$ cat config.mk
export PLATFORM = sky130hd
export DESIGN_NAME = rgbblur_calc
export DESIGN_NICKNAME = d
export VERILOG_FILES = /design/src/hw/rtl/rgbblur_pkg.sv /design/src/hw/rtl/rgbblur_calc.sv
export SDC_FILE = /design/constraint.sdc
export NUM_CORES = 1
export LEC_CHECK = 0
export BUFFER_PORTS_ARGS = -buffer_cell sky130_fd_sc_hd__buf_2
export CORE_MARGIN = 10
export CORE_UTILIZATION = 52
export DETAILED_ROUTE_END_ITERATION = 12
export MAX_ROUTING_LAYER = met4
export PLACE_DENSITY_LB_ADDON = 0.2
export SYNTH_ARGS = -nofsm -noshare
export SYNTH_HDL_FRONTEND = slang
export SYNTH_SLANG_ARGS = --single-unit
$ cat constraint.sdc
create_clock -name vclk -period 4.95
set_input_delay 0.495 -clock vclk [all_inputs]
set_output_delay 0.495 -clock vclk [all_outputs]
set_load 0.005 [all_outputs]
$ cat src/hw/rtl/rgbblur_pkg.sv
// Shared types and constants for the RGB555 five-point blur.
// Used by the column control, the stencil, the top level and the testbench; depends on nothing.
`default_nettype none

package rgbblur_pkg;

    // Geometry
    localparam int MAX_WIDTH   = 1024;
    localparam int BLOCK_LANES = 8;    // power of two, lane taken from the low column bits
    localparam int COL_W       = $clog2(MAX_WIDTH);
    localparam int WIDTH_W     = 11;
    localparam int LINE_WIDTH_RESET = 640;

    // Pixel format
    localparam int PIX_W       = 16;
    localparam int OUT_W       = 15;
    localparam int CHAN_W      = 5;
    localparam int NUM_CHAN    = 3;
    localparam int GREEN_SHIFT = 5;
    localparam int BLUE_SHIFT  = 10;
    localparam int AVG_SHIFT   = 3;
    localparam int SUM_W       = CHAN_W + AVG_SHIFT;   // 8 * 31 fits

    typedef logic [PIX_W-1:0]   pixel_t;
    typedef logic [OUT_W-1:0]   rgb_t;
    typedef logic [COL_W-1:0]   col_t;
    typedef logic [WIDTH_W-1:0] width_t;

    localparam col_t LANE_MASK = col_t'(BLOCK_LANES - 1);

    // Position of one pixel within the frame
    typedef struct packed {
        col_t col;
        logic first_row;
    } col_info_t;

endpackage

`default_nettype wire

$ cat src/hw/rtl/rgbblur_calc.sv
// Five-point stencil on the three 5-bit channels of RGB555 pixels.
// Pure combinational; depends on rgbblur_pkg.
`default_nettype none

module rgbblur_calc (
    input  wire rgbblur_pkg::pixel_t up,
    input  wire rgbblur_pkg::pixel_t down,
    input  wire rgbblur_pkg::pixel_t left,
    input  wire rgbblur_pkg::pixel_t right,
    input  wire rgbblur_pkg::pixel_t centre,
    output rgbblur_pkg::rgb_t        res
);
    import rgbblur_pkg::*;

    // per channel: (u + d + l + r + 4c) >> 3; bit 15 of every operand dropped
    always_comb begin
        logic [SUM_W-1:0] sum;
        res = '0;
        for (int i = 0; i < NUM_CHAN; i++) begin
            sum = SUM_W'(up[i*CHAN_W +: CHAN_W])
                + SUM_W'(down[i*CHAN_W +: CHAN_W])
                + SUM_W'(left[i*CHAN_W +: CHAN_W])
                + SUM_W'(right[i*CHAN_W +: CHAN_W])
                + {SUM_W'(centre[i*CHAN_W +: CHAN_W]) << 2};
            res[i*CHAN_W +: CHAN_W] = sum[AVG_SHIFT +: CHAN_W];
        end
    end

endmodule

`default_nettype wire

-- Word level (Yosys, flattened, before mapping)
Index checks and enable logic that the tools add are counted.
- output and inout bits: 15
- input bits: 80
- register bits: 0
- word-level logic and storage cells: 12
- add/sub/neg operators: 12
- operator list (operator ; number):
    adder 8 x 7 -> 8 bit ; 3
    adder 6 x 5 -> 7 bit ; 3
    adder 5 x 5 -> 6 bit ; 3
    adder 7 x 5 -> 8 bit ; 2
    adder 8 x 5 -> 8 bit ; 1

-- Logic depth before layout (Yosys ltp)
- word-level depth: 4
- mapped depth: 13
- gate-level depth less buffers: 13

-- Worst setup path after synthesis
Ideal clock, no wire load.
- kind: input -> output
- start: input up[11]
- end: output res[14]
- stages on the path: 12
- slack: 1203 ps
- path buffers: 0
- data arrival time: 3252 ps
- required time: 4455 ps
- path through: inv_1 > fa_1 > inv_1 > ha_1 > fa_1 > xor2_1 > fa_1 > ha_1 > o21ai_1 > a22oi_2 > o21ba_1 > o221ai_1
- cells in the longest elaborated chain, start to end: 4
- RTL lines (element ; RTL line ; text):
    from (decl) ; rgbblur_calc.sv:6 ; input wire rgbblur_pkg::pixel_t up,
    adder 5 x 5 -> 6 bit ; rgbblur_calc.sv:21 ; + SUM_W'(down[i*CHAN_W +: CHAN_W])
    adder 6 x 5 -> 7 bit ; rgbblur_calc.sv:22 ; + SUM_W'(left[i*CHAN_W +: CHAN_W])
    adder 8 x 5 -> 8 bit ; rgbblur_calc.sv:23 ; + SUM_W'(right[i*CHAN_W +: CHAN_W])
    adder 8 x 7 -> 8 bit ; rgbblur_calc.sv:24 ; + {SUM_W'(centre[i*CHAN_W +: CHAN_W]) << 2};
    to (decl) ; rgbblur_calc.sv:11 ; output rgbblur_pkg::rgb_t res
Every way passes these cells.

-- Worst setup path after layout
Same ends and word-level chain as after synthesis.

==> impl_results.md <==
- Status: complete, no violations
- CP Capture Type: primary output
- Worst IR drop on VDD: 0.000216 V
- Distinct cells, synth: 23
- DP Worst Slack: 788 ps
- Area Growth Syn to Fin: 28.9%
- Drt pass-1 iters: 4
- Core box area: 3310 um^2
- Worst Tran Pin Value: 296 ps
- Syn_area_per_cell: 8.85 um^2
- Hold_buf cts: 0
- Die Area: 6110 um^2
- Clock buffers: 0
- Layout Nets: around 430
- Hold WC Path Type: in2out
- Post-Syn Nets: 340
- Share of layout cells above drive strength 1: between 30% and 40%
- Num sequential: 0
- Final setup viols: 0
- Initial cell density of the core: between 50% and 60%
- Number of vias per cell: 4.49
- Routability cong.: 0.757
- Post-synthesis sequential area ratio: 0%
- Critical Path End: res[14]
- Drt drc: 0
- Final hold vios: 0
- Sequential power share: 0%
- Post-layout util: 68.5%
- CP Max Fanout: 4
- Max Slew Vio Count: 0
- Antenna violations before repair: 0
- 1st-iter DRT viols: 22
- Synth Instances: 199
- Dominant cell type by area after synthesis: fa_1
- Io pins: 95
- Cell-internal power: approximately 0.32 mW
- Hold WS: 1510 ps
- Die X: 78.2 um
- Synthesized cell area: 1760 um^2
- Total GRT Usage: a little over an eighth
- Warnings, synthesis: 0
- CP arrival: 3660 ps
- Cell Chain, Critical Path: buf_2 -> inv_1 -> fa_1 -> inv_1 -> ha_1 -> fa_1 -> xor2_1 -> fa_1 -> ha_1 -> o21ai_1 -> a22oi_2 -> o21ba_1 -> o221ai_1 -> buf_2
- Vias in the first global route: about 1700
- Register area: 0 um^2
- Crit Path Category: in2out
- Dpl hpwl: 3.82 mm
- Vias: 1503
- Largest net degree at the start of global routing: 5
- Post-synth top area share: 39.8%
- Combinational power share: 100.0%
- NetSw: 0.331 mW
- Drt total wl: 3.91 mm
- Critical path's most frequent cell: fa_1
- Final cycle utilization of the critical path: a little over four fifths
- Worst path top cell family by delay: adder cells
- Final min period: 4150 ps
- Slew HR: 80.2%
- Net Sw Frac: 50.7%
- Worst path required time: 4450 ps
- Fmax: 241 MHz
- Final WS setup: ~800 ps
- WP depth: 14
- PostCTS Resize Cnt: 0
- Clock power frac: 0%
- Post-CTS Setup Inserts: 0
- Rows: 21
- Die span in y: 78.2 um
- Worst path slowest cell: fa_1
- Worst Setup SP: up[11]
- Filler Cells Inserted: a little over 300
- Slowest stage delay, CP: 550 ps
- Power, Total: 0.652 mW
- Power Dens Cells: 287 nW/um^2
- First-pass GRT wire length: 7.07 mm
- Post-route ant nets: 0
- Startpoint Class: primary input
- Leakage power: around 1.4 nW
- Port buffer count: 90
- # Max-Cap Violations: 0
- Synth area leaders: fa_1, ha_1, inv_1, xor2_1, a21o_1
- TNS Setup: 0 ps
- DR WL/cell: 11.7 um
- Worst path bufs/invs: 4
- RSZ-0062 raised after global routing: false
- Gr ovfl total: 0
- Antenna cells: 0
-- kinds of logic after synthesis --
group / share of synthesized area (%)
multiplexers: 1.14
AO/OA/AOI/OAI: 10.7
AND/OR/NAND/NOR: 5.90
adder cells (fa/ha/maj): 58.3
buffers and inverters: 17.1
XOR/XNOR: 6.97
-- power by group through the flow --
stage / Sequential [mW] / Clock [mW] / Combinational, mW
6_report: 0 / 0 / 0.652
3_5_place_dp: 0 / 0 / 0.662
2_1_floorplan: 0 / 0 / 0.443
3_3_place_gp: 0 / 0 / 0.646
4_1_cts: 0 / 0 / 0.667
5_1_grt: 0 / 0 / 0.753
-- cells in the mapped netlist (2+ instances only) --
master,instances
xnor2_1,3
a21oi_1,8
mux2i_1,2
nand2b_1,2
a21o_1,6
xor2_1,11
nand4b_1,2
inv_1,80
o21ai_0,3
a211oi_1,4
ha_1,26
nor2_1,7
fa_1,35
-- cell usage in the layout (no fill, tap or decap), drive strengths merged --
master	netlist	final
buf	0	90
inv	80	80
fa	35	35
ha	26	26
xor2	11	11
a21oi	8	8
nor2	8	8
a21o	7	7
a211oi	5	5
o21ai	4	4
xnor2	3	3
mux2i	2	2
nand2b	2	2
nand4b	2	2
nor4b	1	1
and4bb	1	1
nor3	1	1
a22oi	1	1
o21ba	1	1
o221ai	1	1
-- how the worst min path moves through the flow --
stage,start,to,slack [ps],cells past startpoint
finish,centre[14],res[14],1510,4
global route,centre[14],res[14],1580,4
CTS,centre[14],res[14],1510,4
detailed placement,centre[14],res[14],1510,4
global placement,centre[14],res[14],1510,4
floorplan,centre[14],res[14],1260,2
-- per-layer routing --
metal  part of all wire [%]  vias to the layer above  wire length, um  global-route usage (%)
met2                     48                       55             1870                    23.2
met4                      0                        0                0                       0
met5                      0                        -                0                       -
met3                    8.0                        0              311                    3.08
li1                       -                      775                -                       -
met1                     44                      673             1730                    16.4
-- stage by stage --
stage	area, um^2	std cells
after global placement	2270	335
after detailed placement	2270	335
after floorplan	1760	199
after global routing	2270	335
after CTS	2270	335
final	2270	335
-- final cells by class --
cell class / instances / area [um^2] / area share, %
inverters: 80 / 300 / 13.2
multi-input cells: 119 / 1460 / 64.4
well taps: 46 / 57.6 / 2.54
repair buffers: 90 / 450 / 19.9
No activity file was read; power rests on OpenSTA's default activity.
