--- src/hw/rtl/rgbblur_pkg.sv ---
// Shared types and constants for the RGB555 five-point blur.
// Used by the column control, the stencil, the top level and the testbench; depends on nothing.
`default_nettype none

package rgbblur_pkg;

    // Geometry
    localparam int MAX_WIDTH   = 1024;
    localparam int BLOCK_LANES = 8;    // power of two, lane taken from the low column bits
    localparam int COL_W       = $clog2(MAX_WIDTH);
    localparam int WIDTH_W     = 11;
    localparam int LINE_WIDTH_RESET = 640;

    // Pixel format
    localparam int PIX_W       = 16;
    localparam int OUT_W       = 15;
    localparam int CHAN_W      = 5;
    localparam int NUM_CHAN    = 3;
    localparam int GREEN_SHIFT = 5;
    localparam int BLUE_SHIFT  = 10;
    localparam int AVG_SHIFT   = 3;
    localparam int SUM_W       = CHAN_W + AVG_SHIFT;   // 8 * 31 fits

    typedef logic [PIX_W-1:0]   pixel_t;
    typedef logic [OUT_W-1:0]   rgb_t;
    typedef logic [COL_W-1:0]   col_t;
    typedef logic [WIDTH_W-1:0] width_t;

    localparam col_t LANE_MASK = col_t'(BLOCK_LANES - 1);

    // Position of one pixel within the frame
    typedef struct packed {
        col_t col;
        logic first_row;
    } col_info_t;

endpackage

`default_nettype wire

--- src/hw/rtl/rgbblur_col_ctrl.sv ---
// Column and first-row tracking for the incoming pixel stream.
// Depends on rgbblur_pkg.
`default_nettype none

module rgbblur_col_ctrl (
    input  wire logic                  aclk,
    input  wire logic                  aresetn,
    input  wire logic                  advance,
    input  wire logic                  frame_start,
    input  wire rgbblur_pkg::width_t   line_width,
    output rgbblur_pkg::col_info_t     pos
);
    import rgbblur_pkg::*;

    col_t   column_count_reg, column_count_next;
    logic   first_row_reg, first_row_next;
    width_t w_eff;
    col_t   col_cur;
    logic   first_cur;
    width_t col_inc;

    // clamp the programmed width to 1..MAX_WIDTH
    always_comb begin
        if (line_width == '0) begin
            w_eff = width_t'(1);
        end else if (line_width > width_t'(MAX_WIDTH)) begin
            w_eff = width_t'(MAX_WIDTH);
        end else begin
            w_eff = line_width;
        end
    end

    // position of this word, with frame restart and a row ended by a narrowed width
    always_comb begin
        col_cur   = frame_start ? '0   : column_count_reg;
        first_cur = frame_start ? 1'b1 : first_row_reg;
        if (width_t'(col_cur) >= w_eff) begin
            col_cur   = '0;
            first_cur = 1'b0;
        end
        pos.col       = col_cur;
        pos.first_row = first_cur;
    end

    // position after this word
    always_comb begin
        col_inc = width_t'(col_cur) + width_t'(1);
        if (col_inc >= w_eff) begin
            column_count_next = '0;
            first_row_next    = 1'b0;
        end else begin
            column_count_next = col_inc[COL_W-1:0];
            first_row_next    = first_cur;
        end
    end

    always_ff @(posedge aclk) begin
        if (!aresetn) begin
            column_count_reg <= '0;
            first_row_reg    <= 1'b1;
        end else if (advance) begin
            column_count_reg <= column_count_next;
            first_row_reg    <= first_row_next;
        end
    end

endmodule

`default_nettype wire

--- config.mk ---
export PLATFORM = sky130hd
export DESIGN_NAME = rgbblur_col_ctrl
export DESIGN_NICKNAME = d
export VERILOG_FILES = /design/src/hw/rtl/rgbblur_pkg.sv /design/src/hw/rtl/rgbblur_col_ctrl.sv
export SDC_FILE = /design/constraint.sdc
export NUM_CORES = 1
export LEC_CHECK = 0
export ABC_AREA = 1
export BUFFER_PORTS_ARGS = -buffer_cell sky130_fd_sc_hd__buf_2
export CORE_MARGIN = 1.5
export CORE_UTILIZATION = 50
export CTS_BUF_LIST = sky130_fd_sc_hd__clkbuf_8
export CTS_CLUSTER_DIAMETER = 60
export DETAILED_ROUTE_END_ITERATION = 12
export MAX_ROUTING_LAYER = met4
export PLACE_DENSITY = 0.78
export RECOVER_POWER = 100
export REMOVE_ABC_BUFFERS = 1
export SLEW_MARGIN = 20
export SYNTH_ARGS = -nofsm -noshare
export SYNTH_HDL_FRONTEND = slang
export SYNTH_SLANG_ARGS = --single-unit
--- constraint.sdc ---
create_clock -name aclk -period 5 [get_ports aclk]
set_input_delay 0.25 -clock aclk [delete_from_list [all_inputs] [get_ports aclk]]
set_output_delay 0.25 -clock aclk [all_outputs]
set_load 0.02 [all_outputs]
; ---- Yosys cells after proc, flatten, opt, wreduce, memory -nomap -nowiden
; Index checks and enable logic that the tools add are counted.
[word_totals]
ff_bits = 11
input_bits = 15
out_inout_bits = 11
wordCells = 15
[op_classes]
addsub = 1
order_cmp = 3
muxes = 8
reduce_logical = 1
[ops]
columns = cell, count
row1 = $mux 10, 3
row2 = $mux 11, 2
row3 = $add 10x1->11 const B, 1
row4 = $ge 10x11->1, 1
row5 = $ge 11x11->1, 1
row6 = $gt 11x11->1 const B, 1
row7 = $logic_not 11->1, 1
row8 = $mux 1, 3

; ---- Depth between registers and ports, before layout
; Gate-level depths: netlist of run 1.
[depth]
ltp_word = 8
ltp_mapped = 29
mapped_depth_nobuf = 28

; ---- Least setup slack after synthesis of run 1
; Ideal clock, no wire load.
[synth_path]
path_kind = input to register
start = input port line_width[0]
end = register column_count_reg[6]
arrival_ps = 4511
t_required_ps = 4928
setup_slack_ps = 417
stages = 27
n_path_buf = 1
cell_sequence = nor4_1 nand2_1 o21ai_1 nand2_1 ha_1 nand2_1 nand2_1 a21oi_2 nand2_1 nor2_4 nand2_4 nor3_1 ha_1 inv_1 nor2_2 nand3_1 nand2_1 inv_1 ha_1 a21oi_1 nor2_1 a211oi_1 nand3_1 nor3_1 buf_2 nand3_1 a21oi_1
[synth_lines]
columns = element, line
row1 = from (decl), rgbblur_col_ctrl.sv:10  ; input wire rgbblur_pkg::width_t line_width,
row2 = to (signal assigned), rgbblur_col_ctrl.sv:62  ; column_count_reg <= column_count_next;
row3 = to (decl), rgbblur_col_ctrl.sv:15  ; col_t column_count_reg, column_count_next;

; ---- Worst setup path in the final report of run 1
[layout_path]
start = input port line_width[4]
end = register column_count_reg[9]
[layout_via]
elab_chain_cells = 8
word_cells_on_any_way = 9
cone_classes = 1 x add/sub / 3 x order compare / 4 x mux / 1 x reduce/logical
[layout_rtl]
columns = element, line
row1 = $gt 11x11->1, rgbblur_col_ctrl.sv:26  ; end else if (line_width > width_t'(MAX_WIDTH)) begin
row2 = $mux 11, rgbblur_col_ctrl.sv:26
row3 = $mux 11 *, rgbblur_col_ctrl.sv:24  ; if (line_width == '0) begin
row4 = $ge 10x11->1, rgbblur_col_ctrl.sv:37  ; if (width_t'(col_cur) >= w_eff) begin
row5 = $mux 10, rgbblur_col_ctrl.sv:37
row6 = $add 10x1->11, rgbblur_col_ctrl.sv:47  ; col_inc = width_t'(col_cur) + width_t'(1);
row7 = $ge 11x11->1, rgbblur_col_ctrl.sv:48  ; if (col_inc >= w_eff) begin
row8 = $mux 10 *, rgbblur_col_ctrl.sv:48
; Every way passes the cells marked *; elsewhere a longest branch is shown, timed or not.
; A chain may end at the register's enable or synchronous reset.

==> results of run 1 <==
==> synthesized netlist by cell type (2+ instances only) <==
cell type,instances,area share
nand2_1,68,0.18
inv_1,30,0.080
nor2_1,30,0.080
ha_1,22,0.20
a21oi_1,16,0.057
nand3_1,14,0.050
dfxtp_1,11,0.16
nand4_1,7,0.031
nor3_1,5,0.018
o21ai_0,5,0.018
inv_2,4,0.011
and2_1,3,0.013
clkbuf_1,2,0.0053
nor2_2,2,0.0089
nor4_1,2,0.0089
xor2_1,2,0.012
==> power groups by stage <==
stage | Combinational, uW | Clock [uW] | Sequential [uW]
after floorplan | 35.3 | 0 | 91.8
after global placement | 54.8 | 0 | 91.8
after detailed placement | 55.0 | 0 | 91.9
after CTS | 55.3 | 92.5 | 90.1
after global routing | 64.2 | 97.2 | 90.1
final | 56.0 | 91.6 | 90.1
==> timing repair <==
action / in CTS / in global routing
buffers inserted: 0 / 0
setup endpoints to repair: 0 / 11
gates resized for setup: 0 / 2
==> stage by stage <==
stage               instance area (um^2)  utilization  std cells
finish                              1600        0.591        292
global route                        1600        0.591        292
CTS                                 1600        0.591        292
detailed placement                  1560        0.574        288
global placement                    1560        0.574        288
floorplan                           1380            -        231
==> layer usage <==
| layer | track usage | wire, um |
|---|---|---|
| met1 | 0.315 | 1660 |
| met2 | 0.385 | 1630 |
| met3 | 0.0465 | 155 |
| met4 | 0.0442 | 16 |
| met5 | - | 0 |
==> kinds of logic (layout without fill, tap and decap cells) <==
logic type	count (synthesis)	in the layout	share of synthesized area
buf+inv	39	65	0.108
flops	11	11	0.157
xor+xnor	3	3	0.0241
fa+ha+maj	22	22	0.196
simple gates	135	135	0.420
compound gates	25	25	0.0954
==> worst max path at each step <==
stage / endpoint / startpoint / depth (start not counted)
floorplan: column_count_reg[5] / line_width[0] / 26
global placement: column_count_reg[6] / line_width[0] / 28
detailed placement: column_count_reg[6] / line_width[4] / 28
CTS: column_count_reg[9] / line_width[4] / 28
global route: column_count_reg[9] / line_width[0] / 28
finish: column_count_reg[9] / line_width[4] / 28
==> worst max-delay path, cell delays in order <==
cell and delay, ns:
clkbuf_1 0.09, nor4_1 0.29, nand2_1 0.12, o21ai_2 0.29, nand2_1 0.14, ha_1 0.33
nand2_1 0.08, nand2_1 0.06, a21oi_2 0.15, nand2_1 0.11, nor2_4 0.17, nand3_1 0.13
inv_1 0.20, ha_1 0.17, inv_1 0.06, nor2_2 0.25, nand3_1 0.16, nand2_1 0.09
inv_1 0.05, ha_1 0.30, a21oi_1 0.17, nor2_1 0.06, a211oi_1 0.18, nand3_1 0.10
nor3_1 0.14, buf_4 0.21, nand3_1 0.12, a21oi_1 0.13
==> layout make-up <==
class | count | share of cell area
Multi-Input combinational cell | 185 | 0.650
Sequential cell | 11 | 0.137
Inverter | 35 | 0.0820
Timing Repair Buffer | 26 | 0.0773
Clock buffer | 3 | 0.0258
Tap cell | 31 | 0.0242
Clock inverter | 1 | 0.00312
==> impl_metrics.csv, run 1 <==
group,metric,value,unit
power_and_ir_drop,peakVddDrop,0.183,mV
die,die_h,56.0,um
critical_path,r2r-end,"column_count_reg[9]",
min_path,min_path_type,"input pin to register",
timing,setup_tns,0,ns
global_routing,overflow,0,
global_routing,grt_pass1_vias,1353,
clocking,clk_pin_slew,0.06,ns
outcome,status,"complete, no violations",
critical_path,regToRegSetupSlack,0.98,ns
global_routing,antenna_found_initial,0,
die,die-area,3130,um^2
timing,fmax,227,MHz
layout,multiInputGateArea,1040,um^2
synth,synth-warning-count,0,
critical_path,crit_type,"input pin to register",
critical_path,crit_fanout,11,
global_routing,grtUsageTotal,0.239,
synth,yosys_register_bits,11,
synth,synth_edf_count,0,
power_and_ir_drop,switching_share,0.310,
clocking,root_buffer,"clkbuf_8",
route,via_per_inst,5.12,
route,vias,1496,
route,drt-initial-drc-count,60,
timing,final_hold_viol_count,0,
layout,seqCellArea,220,um^2
clocking,cts.sinks,11,
die,core_area,2710,um^2
power_and_ir_drop,pwr-share-clk,0.385,
clocking,cts_tree,"built",
layout,drive_gt1_frac,0.138,
clocking,cts_buffers,3,
power_and_ir_drop,intPower,164,uW
power_and_ir_drop,switchingPower,73.7,uW
timing,timing.final.max_slew_violations,0,
critical_path,worstPathRequired,5.17,ns
route,antenna_left,0,
global_routing,grt_first_pass_wirelength,5870,um
critical_path,reg2reg_depth,25,
timing,skew,0.00596,ns
route,dr.pass1.iters,4,
timing,period_needed,4.40,ns
clocking,clkLatencyLatePin,0.24,ns
timing,hold-worst-slack,0.179,ns
timing,fin_crit_sh,0.880,
synth,ys.flop_type,"dfxtp_1",
timing,worst_slack,0.598,ns
layout,final_common_cell,"nand2_1",
die,rows,19,
timing,rsz0062_at_grt,"no",
place,dp_hpwl,2860,um
place,place_congestion,0.907,
layout,n_fill_cell,281,
synth,syn-cell-area,1400,um^2
critical_path,regToRegStartpoint,"column_count_reg[8]",
route,wirelength,3460,um
critical_path,start_kind,"input pin",
layout,diodes,0,
power_and_ir_drop,p_leak,0.000833,uW
min_path,min_from,"aresetn",
critical_path,arrival,4.57,ns
layout,layout_common_cells,"nand2_1 (68), inv_1 (31), nor2_1 (30)",
layout,nets,299,
clocking,cts_hold_buf,0,
power_and_ir_drop,power_per_cell_area,148,nW/um^2
layout,largest_reg_flops,10,
synth,synthArstFlopShare,0,
timing,setup_viol,0,
die,initial_utilization,0.518,
place,portBuffers,25,
route,drc,0,
power_and_ir_drop,pwr-share-seq,0.379,
route,avgRoutedWirePerCell,11.8,um
synth,ys_types,28,
power_and_ir_drop,comb_power_share,0.236,
global_routing,grt_max_degree,15,
synth,synthCells,235,
timing,slew_headroom,0.740,
run,cap_violations,0,
critical_path,end_kind,"register",
place,place_ws,0.175,ns
die,io_pins,26,
synth,yosysSeqAreaShare,0.157,
min_path,hold_end,"first_row_reg",
die,die_w,56.0,um
power_and_ir_drop,power,238,uW
clocking,h-tree-depth,1,
timing,worstMarginPinSlew,0.389,ns
synth,syn_area_per_cell,5.97,um^2
clocking,clock_path_buffers,2,
min_path,min_path_cells,2,
layout,syn2layout_area_growth,14.1,%
No activity file was read; power rests on OpenSTA's default activity.
==> inputs of run 2 (changes only) <==
--- a/constraint.sdc
+++ b/constraint.sdc
@@ -3,2 +3,2 @@
 set_output_delay 0.25 -clock aclk [all_outputs]
-set_load 0.02 [all_outputs]
+set_load 0.05 [all_outputs]
==> impl_metrics.csv, run 2 (synthesis gave the netlist of run 1 again) <==
group,metric,value,unit
outcome,status,"complete, no violations",
timing,fmax,227,MHz
timing,fin_crit_sh,0.881,
clocking,cts_buffers,3,
timing,period_needed,4.40,ns
global_routing,grt_max_degree,15,
place,place_congestion,0.907,
power_and_ir_drop,switchingPower,76.4,uW
critical_path,start_kind,"input pin",
critical_path,end_kind,"register",
min_path,min_path_cells,2,
die,rows,19,
die,die_h,56.0,um
layout,layout_common_cells,"nand2_1 (68), inv_1 (30), nor2_1 (30)",
global_routing,grt_pass1_vias,1353,
die,die-area,3130,um^2
global_routing,grt_first_pass_wirelength,5870,um
critical_path,worstPathRequired,5.17,ns
timing,worst_slack,0.597,ns
power_and_ir_drop,intPower,164,uW
layout,drive_gt1_frac,0.126,
place,dp_hpwl,2860,um
layout,largest_reg_flops,10,
min_path,min_from,"aresetn",
route,dr.pass1.iters,4,
power_and_ir_drop,pwr-share-seq,0.375,
place,place_area,1560,um^2
timing,hold-worst-slack,0.180,ns
critical_path,regToRegSetupSlack,0.98,ns
clocking,h-tree-depth,1,
timing,worstMarginPinSlew,0.596,ns
power_and_ir_drop,pwr-share-clk,0.379,
clocking,cts_setup_buffers,0,
clocking,clock_path_buffers,2,
power_and_ir_drop,switching_share,0.318,
layout,syn2layout_area_growth,13.7,%
critical_path,arrival,4.57,ns
critical_path,r2r-end,"column_count_reg[9]",
timing,setup_tns,0,ns
clocking,root_buffer,"clkbuf_8",
layout,diodes,0,
global_routing,grtUsageTotal,0.239,
route,via_per_inst,5.14,
route,drc,0,
clocking,cts.sinks,11,
timing,skew,0.00532,ns
critical_path,crit_type,"input pin to register",
critical_path,regToRegStartpoint,"column_count_reg[8]",
power_and_ir_drop,comb_power_share,0.246,
power_and_ir_drop,peakVddDrop,0.182,mV
clocking,clk_pin_slew,0.05,ns
min_path,hold_end,"first_row_reg",
timing,slew_headroom,0.604,
layout,final_core_util,0.589,
critical_path,crit_fanout,11,
route,avgRoutedWirePerCell,11.8,um
layout,fin_area,1600,um^2
run,cap_violations,0,
clocking,cts_tree,"built",
global_routing,antenna_found_initial,0,
die,die_w,56.0,um
timing,timing.final.max_slew_violations,0,
place,place_ws,0.175,ns
power_and_ir_drop,p_leak,0.000816,uW
route,wirelength,3460,um
route,drt-initial-drc-count,58,
die,io_pins,26,
power_and_ir_drop,power_per_cell_area,151,nW/um^2
layout,nets,299,
timing,rsz0062_at_grt,"no",
die,initial_utilization,0.518,
die,core_area,2710,um^2
route,vias,1502,
global_routing,overflow,0,
timing,final_hold_viol_count,0,
layout,final_common_cell,"nand2_1",
route,antenna_left,0,
min_path,min_path_type,"input pin to register",
critical_path,reg2reg_depth,25,
clocking,clkLatencyLatePin,0.24,ns
place,portBuffers,25,
timing,setup_viol,0,
==> run 2: cell count changes in the layout (fill, tap and decap cells not counted), sizes merged <==
cell / before / now
buf: 19 / 15
clkbuf: 10 / 14
==> run 2: layout make-up <==
class                      count  area [um^2]
multi-input combinational    185         1040
timing repair buffer          26          119
clock buffer                   3         41.3
inverter                      35          131
fill                         281         1110
tap                           31         38.8
sequential                    11          220
clock inverter                 1         5.00
==> run 2: how the worst max path moves through the flow <==
stage	startpoint	to	slack [ns]
2_1_floorplan	line_width[0]	column_count_reg[5]	-0.56
3_5_place_dp	line_width[4]	column_count_reg[6]	0.18
5_1_grt	line_width[0]	column_count_reg[9]	0.05
6_report	line_width[4]	column_count_reg[9]	0.60
4_1_cts	line_width[4]	column_count_reg[9]	0.40
3_3_place_gp	line_width[0]	column_count_reg[6]	0.24
==> run 2: through the flow <==
| stage | cells | total power (uW) |
|---|---|---|
| 2_1_floorplan | 231 | 130 |
| 3_3_place_gp | 288 | 150 |
| 3_5_place_dp | 288 | 150 |
| 4_1_cts | 292 | 241 |
| 5_1_grt | 292 | 255 |
| 6_report | 292 | 240 |
==> run 2: repair_timing <==
item,4_1_cts,5_1_grt
hold buffers,0,0
resized for setup,0,2
setup endpoints to repair,0,11
==> run 2: power by group through the flow <==
stage | registers, uW | logic, uW | clock network, uW
after global routing | 90.1 | 67.3 | 97.2
final | 90.1 | 59.2 | 91.2
after CTS | 90.1 | 58.4 | 92.5
after floorplan | 91.8 | 38.4 | 0
after global placement | 91.8 | 57.9 | 0
after detailed placement | 91.9 | 58.1 | 0
==> run 2: routing by layer <==
metal,up-vias,GRT usage,routed length (um)
li1,815,-,-
met1,646,0.315,1630
met2,39,0.385,1630
met3,2,0.0465,181
met4,0,0.0442,16
met5,-,-,0
==> run 2: critical path, stage by stage <==
cell and delay, ns:
clkbuf_1 0.09, nor4_1 0.29, nand2_1 0.12, o21ai_2 0.29, nand2_1 0.14, ha_1 0.33, nand2_1 0.08, nand2_1 0.06
a21oi_2 0.15, nand2_1 0.11, nor2_4 0.17, nand3_1 0.13, inv_1 0.20, ha_1 0.17, inv_1 0.06, nor2_2 0.25
nand3_1 0.16, nand2_1 0.09, inv_1 0.05, ha_1 0.30, a21oi_1 0.17, nor2_1 0.06, a211oi_1 0.18, nand3_1 0.10
nor3_1 0.14, buf_4 0.21, nand3_1 0.12, a21oi_1 0.13
